`config.mk`:
```
export PLATFORM = sky130hd
export DESIGN_NAME = hid_keyboard_report_builder
export DESIGN_NICKNAME = d
export VERILOG_FILES = /design/src/rtl/core/hkrb_pkg.sv /design/src/rtl/core/hkrb_slot_cell.sv /design/src/rtl/core/hkrb_modifier.sv /design/src/rtl/core/hid_keyboard_report_builder.sv
export SDC_FILE = /design/constraint.sdc
export NUM_CORES = 1
export LEC_CHECK = 0
export BUFFER_PORTS_ARGS = -buffer_cell sky130_fd_sc_hd__buf_2
export CAP_MARGIN = 40
export CORE_AREA = 10 10 89 91
export DETAILED_ROUTE_END_ITERATION = 10
export DIE_AREA = 0 0 99 101
export GPL_ROUTABILITY_DRIVEN = 0
export GPL_TIMING_DRIVEN = 0
export MAX_ROUTING_LAYER = met4
export PLACE_DENSITY = 0.89
export SYNTH_ARGS = -nofsm -noshare
export SYNTH_HDL_FRONTEND = slang
export SYNTH_SLANG_ARGS = --single-unit
```
`constraint.sdc`:
```
create_clock -name aclk -period 3.4 [get_ports aclk]
set_input_delay 0.34 -clock aclk [delete_from_list [all_inputs] [get_ports aclk]]
set_output_delay 0.34 -clock aclk [all_outputs]
set_load 0.05 [all_outputs]
```
`src/rtl/core/hkrb_pkg.sv`:
```
// Shared types and constants for the HID boot keyboard report builder.
// No dependencies; used by every module under rtl/core.
package hkrb_pkg;

    localparam int SlotCount = 6;
    localparam int KeyWidth  = 8;

    localparam logic [1:0] CMD_PRESS       = 2'd0;
    localparam logic [1:0] CMD_RELEASE     = 2'd1;
    localparam logic [1:0] CMD_RELEASE_ALL = 2'd2;

    // upper five bits of a modifier usage code (0xE0..0xE7)
    localparam logic [4:0] MOD_PREFIX = 5'b11100;

    typedef logic [KeyWidth-1:0] key_t;

    // decoded operation, one word per accepted input
    typedef struct packed {
        logic update;      // word accepted this cycle
        logic press;       // non-modifier press
        logic release_key; // non-modifier release
        logic clear_all;   // release all
    } slot_ctrl_t;

    // carried left to right along the slot cells
    typedef struct packed {
        logic match_seen;  // an earlier slot holds the key
        logic zero_seen;   // an earlier slot is empty
    } slot_chain_t;

endpackage

```
`src/rtl/core/hkrb_slot_cell.sv`:
```
// One key slot of the report: holds a keycode, compares it with the
// incoming key and shifts from its right neighbor on release. Uses hkrb_pkg.
module hkrb_slot_cell (
    input  logic                 aclk,
    input  logic                 aresetn,
    input  hkrb_pkg::slot_ctrl_t ctrl,
    input  hkrb_pkg::key_t       key_code,
    input  logic                 any_match,
    input  hkrb_pkg::key_t       right_value,
    input  hkrb_pkg::slot_chain_t chain_in,
    output hkrb_pkg::slot_chain_t chain_out,
    output hkrb_pkg::key_t       slot_value
);
    import hkrb_pkg::*;

    key_t slot_reg;
    key_t slot_next;
    logic hit;
    logic empty;

    assign hit   = (slot_reg == key_code);
    assign empty = (slot_reg == '0);

    assign chain_out.match_seen = chain_in.match_seen | hit;
    assign chain_out.zero_seen  = chain_in.zero_seen  | empty;

    always_comb begin
        slot_next = slot_reg;
        priority if (ctrl.clear_all) begin
            slot_next = '0;
        end else if (ctrl.press) begin
            // first empty slot takes the key unless it is already held
            if (empty && !chain_in.zero_seen && !any_match) begin
                slot_next = key_code;
            end
        end else if (ctrl.release_key) begin
            // first hit and everything after it move down one place
            if (hit || chain_in.match_seen) begin
                slot_next = right_value;
            end
        end
    end

    always_ff @(posedge aclk) begin
        if (!aresetn) begin
            slot_reg <= '0;
        end else if (ctrl.update) begin
            slot_reg <= slot_next;
        end
    end

    assign slot_value = slot_reg;

endmodule

```
`src/rtl/core/hkrb_modifier.sv`:
```
// Modifier byte of the report: sets or clears one bit per modifier key, and
// clears all bits on release all. Uses hkrb_pkg.
module hkrb_modifier (
    input  logic                 aclk,
    input  logic                 aresetn,
    input  logic                 update,
    input  logic [1:0]           command,
    input  hkrb_pkg::key_t       key_code,
    output logic                 is_modifier,
    output hkrb_pkg::key_t       modifier_bits
);
    import hkrb_pkg::*;

    key_t mod_reg;
    key_t mod_next;
    key_t bit_mask;

    assign is_modifier = (key_code[7:3] == MOD_PREFIX);
    assign bit_mask    = key_t'(1) << key_code[2:0];

    always_comb begin
        mod_next = mod_reg;
        unique case (command)
            CMD_PRESS: begin
                if (is_modifier) mod_next = mod_reg | bit_mask;
            end
            CMD_RELEASE: begin
                if (is_modifier) mod_next = mod_reg & ~bit_mask;
            end
            CMD_RELEASE_ALL: begin
                mod_next = '0;
            end
            default: begin
                mod_next = mod_reg;
            end
        endcase
    end

    always_ff @(posedge aclk) begin
        if (!aresetn) begin
            mod_reg <= '0;
        end else if (update) begin
            mod_reg <= mod_next;
        end
    end

    assign modifier_bits = mod_reg;

endmodule

```
`src/rtl/core/hid_keyboard_report_builder.sv`:
```
// Top level of the HID boot keyboard report builder (6-key rollover).
// Depends on hkrb_pkg, hkrb_slot_cell and hkrb_modifier.
//
//  channel | direction | ports                                   | word
//  --------+-----------+-----------------------------------------+---------------------
//  s_      | in        | s_valid s_ready s_command s_key_code    | one command
//  m_      | out       | m_valid m_ready m_accepted m_modifier_* | flag + full report
//
// Cycles: one command per clock when not stalled. A word is decoded, compared
// against the six slot cells and written into the report registers in the cycle
// it is taken; its result is presented the next cycle. The slot chain (compare,
// first-free pick, shift) is the one combinational path that sets that figure.
// Reset: aresetn low clears the modifier byte, all six slots and m_valid.
// Stalls: the report registers are the result word, so while m_valid is high
// and m_ready low no new command is taken; taking a result and a new command
// in the same cycle keeps the rate at one per clock.
module hid_keyboard_report_builder (
    input  logic       aclk,
    input  logic       aresetn,
    input  logic       s_valid,
    output logic       s_ready,
    input  logic [1:0] s_command,
    input  logic [7:0] s_key_code,
    output logic       m_valid,
    input  logic       m_ready,
    output logic       m_accepted,
    output logic [7:0] m_modifier_bits,
    output logic [7:0] m_slot_zero,
    output logic [7:0] m_slot_one,
    output logic [7:0] m_slot_two,
    output logic [7:0] m_slot_three,
    output logic [7:0] m_slot_four,
    output logic [7:0] m_slot_five
);
    import hkrb_pkg::*;

    logic        take;
    logic        is_modifier;
    slot_ctrl_t  ctrl;
    slot_chain_t chain [SlotCount+1];
    key_t        slot_q [SlotCount];
    key_t        right_q [SlotCount];
    logic        any_match;
    logic        any_zero;
    logic        ok;

    logic        m_valid_reg;
    logic        accepted_reg;

    // a word moves in whenever the result register is free or being drained
    assign s_ready = !m_valid_reg || m_ready;
    assign take    = s_valid && s_ready;

    // decode the command; modifier keys never reach the slot cells
    assign ctrl.update      = take;
    assign ctrl.press       = (s_command == CMD_PRESS)   && !is_modifier;
    assign ctrl.release_key = (s_command == CMD_RELEASE) && !is_modifier;
    assign ctrl.clear_all   = (s_command == CMD_RELEASE_ALL);

    hkrb_modifier u_modifier (
        .aclk          (aclk),
        .aresetn       (aresetn),
        .update        (take),
        .command       (s_command),
        .key_code      (s_key_code),
        .is_modifier   (is_modifier),
        .modifier_bits (m_modifier_bits)
    );

    // chain head: nothing seen to the left of slot zero
    assign chain[0] = '0;

    // the match total feeds back to every cell; the zero total feeds the success flag
    assign any_match = chain[SlotCount].match_seen;
    assign any_zero  = chain[SlotCount].zero_seen;

    genvar gi;
    generate
        for (gi = 0; gi < SlotCount; gi++) begin : g_slot
            // last slot is refilled with zero on a shift
            if (gi == SlotCount - 1) begin : g_last
                assign right_q[gi] = '0;
            end else begin : g_mid
                assign right_q[gi] = slot_q[gi+1];
            end

            hkrb_slot_cell u_cell (
                .aclk        (aclk),
                .aresetn     (aresetn),
                .ctrl        (ctrl),
                .key_code    (s_key_code),
                .any_match   (any_match),
                .right_value (right_q[gi]),
                .chain_in    (chain[gi]),
                .chain_out   (chain[gi+1]),
                .slot_value  (slot_q[gi])
            );
        end
    endgenerate

    // success flag; the unused command code reports failure
    always_comb begin
        ok = 1'b0;
        unique case (s_command)
            CMD_PRESS:       ok = is_modifier || any_match || any_zero;
            CMD_RELEASE:     ok = is_modifier || any_match;
            CMD_RELEASE_ALL: ok = 1'b1;
            default:         ok = 1'b0;
        endcase
    end

    always_ff @(posedge aclk) begin
        if (!aresetn) begin
            m_valid_reg <= 1'b0;
        end else if (take) begin
            m_valid_reg <= 1'b1;
        end else if (m_ready) begin
            m_valid_reg <= 1'b0;
        end
    end

    always_ff @(posedge aclk) begin
        if (take) begin
            accepted_reg <= ok;
        end
    end

    assign m_valid      = m_valid_reg;
    assign m_accepted   = accepted_reg;
    assign m_slot_zero  = slot_q[0];
    assign m_slot_one   = slot_q[1];
    assign m_slot_two   = slot_q[2];
    assign m_slot_three = slot_q[3];
    assign m_slot_four  = slot_q[4];
    assign m_slot_five  = slot_q[5];

    // held result blocks new commands, so the report cannot move under it
    a_stall_blocks_input: assert property (@(posedge aclk) disable iff (!aresetn)
        (m_valid && !m_ready) |-> !s_ready)
        else $error("input taken while result stalled");

    // keys stay packed toward slot zero: an empty slot has only empty slots after it
    a_slots_packed: assert property (@(posedge aclk) disable iff (!aresetn)
        ((slot_q[0] != 8'd0) || (slot_q[1] == 8'd0)) &&
        ((slot_q[1] != 8'd0) || (slot_q[2] == 8'd0)) &&
        ((slot_q[2] != 8'd0) || (slot_q[3] == 8'd0)) &&
        ((slot_q[3] != 8'd0) || (slot_q[4] == 8'd0)) &&
        ((slot_q[4] != 8'd0) || (slot_q[5] == 8'd0)))
        else $error("key slots not packed");

    // release all leaves an empty, successful report
    a_release_all_clears: assert property (@(posedge aclk) disable iff (!aresetn)
        (take && (s_command == CMD_RELEASE_ALL)) |=>
        (m_accepted && (m_modifier_bits == 8'd0) && (slot_q[0] == 8'd0)))
        else $error("release all left state behind");

    // a successful key release always frees the last slot
    a_release_frees_last: assert property (@(posedge aclk) disable iff (!aresetn)
        (take && ctrl.release_key && any_match) |=> (slot_q[SlotCount-1] == 8'd0))
        else $error("release did not zero the last slot");

endmodule
```
==> results of run 1 <==
## final timing paths
| check | startpoint | end | depth (start not counted) |
|---|---|---|---|
| max reg2reg | g_slot[1].u_cell.slot_value[6] | g_slot[2].u_cell.slot_value[6] | 8 |
| min reg2reg | u_modifier.modifier_bits[6] | u_modifier.modifier_bits[6] | 2 |
| min | s_valid | m_valid | 3 |
| max | s_command[1] | g_slot[0].u_cell.slot_value[6] | 10 |
## layout make-up
cell class / instances / area [um2] / share of cell area [%]
Inverter: 6 / 22.5 / 0.541
Sequential cell: 58 / 1170 / 28.1
Timing Repair Buffer: 70 / 350 / 8.41
Multi-Input combinational cell: 315 / 2180 / 52.2
Clock inverter: 2 / 10.0 / 0.240
Tap cell: 77 / 96.3 / 2.31
Clock buffer: 14 / 173 / 4.14
Buffer: 32 / 168 / 4.02
## cell families (layout without fill, tap and decap cells)
family | after synthesis | after routing | share of synthesized area [%]
adders and majority gates | 4 | 4 | 1.41
AOI/OAI and AO/OA | 152 | 152 | 30.7
DFF | 58 | 58 | 33.1
buffers and inverters | 38 | 124 | 5.38
muxes | 6 | 6 | 1.70
and+or+nand+nor | 105 | 105 | 15.8
xor gates and xnor gates | 48 | 48 | 11.9
## per-layer routing
metal  wire length [um]  up-vias  track usage (%)
met4                718        0             16.4
li1                   -     1720                -
met3               1390       79             5.01
met2               5470      300             37.8
met5                  0        -                -
met1               4600     1800             27.1
## power by group
group | leakage (nW) | internal [mW] | total (mW) | switching [mW]
Sequential | 0.473 | 0.711 | 0.756 | 0.0447
Clock | 0.0965 | 0.322 | 0.605 | 0.283
Combinational | 1.28 | 0.136 | 0.470 | 0.334
Total | 1.85 | 1.17 | 1.83 | 0.662
## worst min-delay path: stages
cell	delay [ns]
sky130_fd_sc_hd__buf_2	0.10
sky130_fd_sc_hd__inv_1	0.04
sky130_fd_sc_hd__a21oi_1	0.05
## synthesized netlist by cell type (8+ instances only)
| library cell | instances | area [um2] |
|---|---|---|
| sky130_fd_sc_hd__dfxtp_1 | 57 | 1140 |
| sky130_fd_sc_hd__a21oi_1 | 54 | 270 |
| sky130_fd_sc_hd__xor2_1 | 48 | 420 |
| sky130_fd_sc_hd__nand2_1 | 41 | 154 |
| sky130_fd_sc_hd__a22oi_1 | 24 | 180 |
| sky130_fd_sc_hd__nor4_1 | 23 | 144 |
| sky130_fd_sc_hd__a311oi_1 | 19 | 166 |
| sky130_fd_sc_hd__clkbuf_1 | 15 | 56.3 |
| sky130_fd_sc_hd__o21ai_0 | 13 | 65.1 |
| sky130_fd_sc_hd__a211oi_1 | 8 | 60.1 |
| sky130_fd_sc_hd__buf_2 | 8 | 40.0 |
## stage by stage
stage | area, um2 | total power [mW] | worst slack (ns)
finish | 4170 | 1.83 | 0.704
global route | 4170 | 1.89 | 0.518
CTS | 4170 | 1.81 | 0.817
detailed placement | 3980 | 1.22 | 0.471
global placement | 3980 | 1.21 | 0.532
floorplan | 3540 | 1.10 | 0.953
==> metrics list, run 1 <==
- Result of the run: complete, no violations
- Syn_area_per_cell: 8.61 um2
* DRC: 0
* Final min period: 2.70 ns
- Relative to the synthesized area, the layout overhead comes to 17.8%.
- The largest individual stage delay along the critical path comes from the cell sky130_fd_sc_hd__buf_1.
* Most frequent cell on the critical path: sky130_fd_sc_hd__buf_2
- Number of pins with negative max-slew slack in the final report: 0
* Quantity of gates resized following cts: 0
- Detail Placement HPWL: approximately 8.7 mm
* Worst max-slew margin expressed relative to the limit: 31.8%
* Bufs on Longest Clock Path: 2
* Static power due to leakage: 1.85 nW
* CP bufs+invs: 5
- After detailed placement, the design holds a cell count of 558.
- For this configuration, the core starts out at a cell density of 57.0%.
- Counting flops with a built-in enable in the synthesized netlist gives 1.
- Number of warnings reported in the yosys synthesis log: 0
- Number of buffers inserted during clock tree synthesis: 9
- After the flow finishes, the layout carries non-filler instances totaling about 570.
- First-pass GRT wire length: 18.9 mm
- Setup slack on the worst reg-to-reg path comes out at about 0.84 ns.
- Number of top-level pins: 73
- Initial antenna violation count: 0
- Count of buffers inserted at the top-level ports: 70
* Post-Syn Instances: 411
- Clk Tree Root Cell: sky130_fd_sc_hd__clkbuf_8
* Worst vdd ir: 0.277 mV
- Total track usage: 24.1%
* Placeable core area: 6200 um2
* Via density per instance: roughly 6.8
* Required time of the critical path: 3.66 ns
* DR vias: 3899
- Layout Utilization: 67.2%
* Share of synthesized flip-flops with an asynchronous set or reset: 0%
- Leaving out fill and tap cells, the most frequent cells in the layout are sky130_fd_sc_hd__buf_2 (78), sky130_fd_sc_hd__dfxtp_1 (57), sky130_fd_sc_hd__a21oi_1 (54), sky130_fd_sc_hd__xor2_1 (48), sky130_fd_sc_hd__nand2_1 (41).
- The mapped netlist covers 3540 um2.
* Pre-Repair DR Iteration Count: 6
- Via count of the first global-routing pass: ~3700
- For the worst setup path, the data arrival time is 2.96 ns.
- Endpoint type of the worst setup path: flop
- TritonCTS built the clock tree.
- Along the worst path, the maximum fanout reaches 10.
- Number of buffers added to fix hold violations after cts: 0
* Die Span Y: 101 um
* Measured slew at the worst slew-check pin: 1.01 ns
* Die span in x: 99 um
- Kind of start point of the critical path: primary input
- The library cell used most frequently in the layout, excluding fill and tap cells, is sky130_fd_sc_hd__buf_2.
- Std cell rows: 29
* Largest net degree at the start of global routing: 11
- Clock-pin slew was measured on the worst setup and hold paths at approximately 0.060 ns.
- Clock tree synthesis found a total of 58 sinks.
- Mean routed wirelength per cell: 21.2 um
* Total congestion overflow: 0
- Setup violations remaining at the end of the flow were counted as 0.
* Kind of cell with the highest combined delay on the critical path: buffers and inverters
- Iter 0 DRT Violations: 585
- Of the cells placed in the final design, the portion with a size suffix greater than 1 is about 22%.
* CTS H-Tree Depth: 3
- Worst slack on hold paths: between 0.2 and 0.25 ns
- Once detail routing completed, the nets flagged for antenna violations numbered 0.
* Hold crit path type: in -> reg
- The hold violation count in the final report was 0.
- Proportion of synthesized chip area in sequential cells: 33.1%
- Diodes inserted: 0
- Net count of the mapped netlist: approximately 430
* Highest cell delay on the worst timing path: 0.45 ns
- The critical path goes through buf_2 > inv_1 > ha_1 > nor2b_1 > and2_1 > clkbuf_1 > buf_2 > buf_1 > a22oi_1 > a311oi_1.
- Setup fix buffers added after clock tree synthesis: 0
* Total power divided by cell area: 440 nW/um2
- Fmax: 0.371 GHz
- Max reg flops: between 40 and 50
- The die covers 10000 um2.
- Detailed Route WL: between 10 and 15 mm
- Yosys cell types: 48
- FILL cells: 524
- Among all flip-flop cells after synthesis, the most frequent one is sky130_fd_sc_hd__dfxtp_1.
- For the final routed database, the setup TNS stands at 0 ns.
- Clock latency of the later-clocked register in the worst-skew pair: 0.36 ns
- Setup repair after global routing missed its margin: false
- Critical path class: in -> reg
- Ratio of final minimum period to clock period: 79.3%
- Number of nets in the finished design: just over 500
- Synthesis inferred 58 register bits.
* Count of max-cap constraint violations: 0
- Layout Skew: 0.00797 ns
(Power assumes the default switching activity.)
==> run 2: changes to the inputs <==
--- a/config.mk
+++ b/config.mk
@@ -5,15 +5,16 @@
 export SDC_FILE = /design/constraint.sdc
 export NUM_CORES = 1
 export LEC_CHECK = 0
+export ABC_AREA = 1
 export BUFFER_PORTS_ARGS = -buffer_cell sky130_fd_sc_hd__buf_2
 export CAP_MARGIN = 40
-export CORE_AREA = 10 10 89 91
+export CORE_AREA = 10 10 101 103
 export DETAILED_ROUTE_END_ITERATION = 10
-export DIE_AREA = 0 0 99 101
+export DIE_AREA = 0 0 111 113
 export GPL_ROUTABILITY_DRIVEN = 0
 export GPL_TIMING_DRIVEN = 0
 export MAX_ROUTING_LAYER = met4
-export PLACE_DENSITY = 0.89
+export PLACE_DENSITY = 0.81
 export SYNTH_ARGS = -nofsm -noshare
 export SYNTH_HDL_FRONTEND = slang
 export SYNTH_SLANG_ARGS = --single-unit
==> constraint.sdc (replaced) <==
create_clock -name aclk -period 2.4 [get_ports aclk]
set_input_delay 0.24 -clock aclk [delete_from_list [all_inputs] [get_ports aclk]]
set_output_delay 0.24 -clock aclk [all_outputs]
set_load 0.05 [all_outputs]
==> run 2 against run 1 <==
Effect of this change:
- synthesized cell count is 58% higher
- final cell count is 45% higher
- final area is 13% higher
- via count is 23% higher
- first-iteration DRC count is 0.68% higher
- die area is 25% higher
- sequential share of layout area is 3.3 points lower
- count of clock-buffer cells in the layout stayed put
- largest power group unchanged
==> metrics list, run 2 <==
* DR vias: around 4800
* Worst vdd ir: about 0.40 mV
* Hold crit path type: in -> reg
* Combinational family with the most area after synthesis: simple AND/OR/NAND/NOR gates
* DRC: 0
- CTS H-Tree Depth: 3
* Most common library cell in the layout ignoring fill and taps: sky130_fd_sc_hd__nand2_1
- CTS saw 58 sinks.
- TritonCTS clock tree: built
- In this design, the stage delay of the slowest critical-path cell is roughly 0.42 ns.
- Simple-Gate Fraction of Synth Area: about 38%
- Largest fanout on the critical path: 10
- Arrival time reported for the critical path endpoint: approximately 2.3 ns
- Synth Area in XOR/XNOR: 6.23%
- Area contributors post-synth: sky130_fd_sc_hd__dfxtp_1 (28%), sky130_fd_sc_hd__nand2_1 (13%), sky130_fd_sc_hd__a21oi_1 (13%), sky130_fd_sc_hd__nor2_1 (9.9%), sky130_fd_sc_hd__nand3_1 (7.7%)
- Top-area cell type share of the netlist area: between 20% and 30%
* Syn_area_per_cell: 6.29 um2
* Kind of cell with the highest combined delay on the critical path: simple AND/OR/NAND/NOR gates
- Power comes to 2.98 mW.
- Summed over all instances, the cell type with the most area after synthesis is sky130_fd_sc_hd__dfxtp_1.
- Clock transition at the registers of the reported paths: about 0.07 ns
- From synthesis to final layout, the design area changed by 16.0%.
* Total power divided by cell area: 630 nW/um2
- The number of global-route vias before repair was 4412.
- Cell type of the slowest stage on the worst timing path: sky130_fd_sc_hd__a21oi_1
* Fmax: 0.481 GHz
* Most frequent cells in the layout: sky130_fd_sc_hd__nand2_1 (146), sky130_fd_sc_hd__nor2_1 (108), sky130_fd_sc_hd__a21oi_1 (105), sky130_fd_sc_hd__buf_2 (72), sky130_fd_sc_hd__nand3_1 (63)
* Placed cell areas: 4540 um2
* Largest net degree at the start of global routing: 11
- Iter 0 DRT Violations: 589
- Worst slack on hold paths: 0.161 ns
* Clk Tree Root Cell: sky130_fd_sc_hd__clkbuf_8
- Across the routed clock network, the largest skew measured is 0.0114 ns.
- Gates resized during post-CTS repair numbered 0.
- The final layout contains routed wiring with a total length of 14.0 mm.
- Setup repair after global routing left no endpoint under its margin.
- Number of flops mapped to enable cells by yosys: 1
* Proportion of synthesized chip area in sequential cells: 28.7%
- First-pass GRT wire length: roughly 22 mm
- Placeable core area: 8130 um2
- Effective utilization at floorplan: 50.1%
- The post-route netlist has 17.6% of its cells at a drive strength greater than 1.
- For this design the top-level I/O count stands at 73.
- The floorplan has 33 rows.
- In this run the static leakage power is 2.25 nW.
- Kind of start point of the critical path: flop
- Of all flip-flops after synthesis, the portion carrying an async set or reset was 0%.
- Result of the run: complete, no violations
- Summed negative setup slack over all endpoints: 0 ns
- Measured against the total synthesized area, the mux share comes to 0%.
* Number of buffers inserted during clock tree synthesis: 9
- Across every metal layer, demand over resource in global routing totals 22.0%.
- Bufs on Longest Clock Path: 2
- Place WS: ~0.3 ns
- Die Span Y: roughly 110 um
* Cells along the critical path: nand2_2 > nand2_1 > inv_1 > nand2_1 > nor2_1 > inv_1 > a21oi_1 > buf_4 > nand3_1 > nand2_1 > nor2_1
- In this run the horizontal extent of the chip is roughly 110 um.
* Count of max-cap constraint violations: 0
* Flop and latch count out of synthesis: 58
* Finished layout cell area: 4730 um2
* Number of pins with negative max-slew slack in the final report: 0
* Diodes inserted: 0
- Detail Placement HPWL: 10.1 mm
- The worst setup path is captured at a flop.
* Initial antenna violation count: 0
* Required time of the critical path: 2.64 ns
* Setup fix buffers added after clock tree synthesis: 0
- The mapped netlist covers 4080 um2.
* Post-layout worst setup margin: 0.322 ns
* Net count of the mapped netlist: approximately 670
- The die covers 12500 um2.
* Most frequent cell on the critical path: sky130_fd_sc_hd__nand2_1
* Worst max-slew margin expressed relative to the limit: 49.9%
* CP bufs+invs: 3
* Final min period: 2.08 ns
* Cell with the most instances after synthesis: sky130_fd_sc_hd__nand2_1
* Via density per instance: between 5 and 6
- After layout, the worst path uses around 87% of the clock period.
- Setup-failing EPs final: 0
- Number of nets in the finished design: 743
* Adder and majority gate portion of the synthesized area: 1.23%
- For this run, the leading register cell type out of synthesis is sky130_fd_sc_hd__dfxtp_1.
* Measured slew at the worst slew-check pin: 0.749 ns
* Count of buffers inserted at the top-level ports: 66
- The commonest cells after synthesis are sky130_fd_sc_hd__nand2_1 (146), sky130_fd_sc_hd__nor2_1 (108), sky130_fd_sc_hd__a21oi_1 (105).
- The worst setup path is of the reg -> reg kind.
- Once detail routing completed, the nets flagged for antenna violations numbered 0.
- Number of hold violations in the final report: 0
- In this run, distinct cell masters in the synthesized netlist total 31.
- The synthesized netlist devotes 15.5% of its cell area to compound gates.
* Pre-Repair DR Iteration Count: 7
* Mean routed wirelength per cell: 16.8 um
- Number of warnings reported in the yosys synthesis log: 0
- Synthesis produced a netlist whose cell count is ~650.
* Max reg flops: 48
- Total congestion overflow: 0
* Clock latency of the later-clocked register in the worst-skew pair: about 0.35 ns
- Number of buffers added to fix hold violations after cts: 0
==> run 2: logic make-up (layout without fill, tap and decap cells) <==
group | Yosys count | after routing
adders and majority gates | 4 | 4
xor gates and xnor gates | 29 | 29
AOI/OAI and AO/OA | 117 | 117
DFF | 58 | 58
and+or+nand+nor | 359 | 359
buffers and inverters | 81 | 162
==> run 2: final cells by class <==
type | instances | area, um2
fillers | 804 | 3410
multi-input cells | 509 | 2500
flip-flops and latches | 58 | 1170
repair buffers | 66 | 330
plain buffers | 31 | 210
inverters | 50 | 190
clock buffers | 14 | 183
well taps | 105 | 131
clock inverters | 1 | 7.51
==> run 2: power breakdown <==
| group | switching [mW] | internal, mW | total (mW) |
|---|---|---|---|
| logic | 0.686 | 0.294 | 0.980 |
| registers | 0.0969 | 1.03 | 1.13 |
| clock network | 0.392 | 0.482 | 0.874 |
==> run 2: worst register-to-register path, cell delays in order (launching register included) <==
cell and delay (ns):
sky130_fd_sc_hd__dfxtp_1 0.32, sky130_fd_sc_hd__nand2_2 0.08, sky130_fd_sc_hd__nand2_1 0.10, sky130_fd_sc_hd__inv_1 0.10, sky130_fd_sc_hd__nand2_1 0.07, sky130_fd_sc_hd__nor2_1 0.24, sky130_fd_sc_hd__inv_1 0.19, sky130_fd_sc_hd__a21oi_1 0.42
sky130_fd_sc_hd__buf_4 0.26, sky130_fd_sc_hd__nand3_1 0.09, sky130_fd_sc_hd__nand2_1 0.07, sky130_fd_sc_hd__nor2_1 0.04
==> run 2: final timing paths <==
| path | from | end | slack, ns | cells after the start |
|---|---|---|---|---|
| setup / recovery | m_valid | g_slot[0].u_cell.slot_value[7] | 0.32 | 11 |
| hold / removal | m_ready | m_valid | 0.16 | 4 |
| setup reg to reg | m_valid | g_slot[0].u_cell.slot_value[7] | 0.32 | 11 |
| hold reg to reg | u_modifier.modifier_bits[6] | u_modifier.modifier_bits[6] | 0.46 | 1 |
==> run 2: per-layer routing <==
| layer | vias to the layer above | GRT usage [%] | routed length [um] |
|---|---|---|---|
| li1 | 2257 | - | - |
| met1 | 2150 | 26.6 | 5780 |
| met2 | 302 | 34.2 | 6180 |
| met3 | 69 | 5.02 | 1410 |
| met4 | 0 | 9.64 | 611 |
| met5 | - | - | 0 |
==> run 2: per-stage QoR <==
stage,std cells,utilization (%)
finish,834,58.1
floorplan,648,-
detailed placement,819,55.8
global route,834,58.1
global placement,819,55.8
CTS,834,58.1
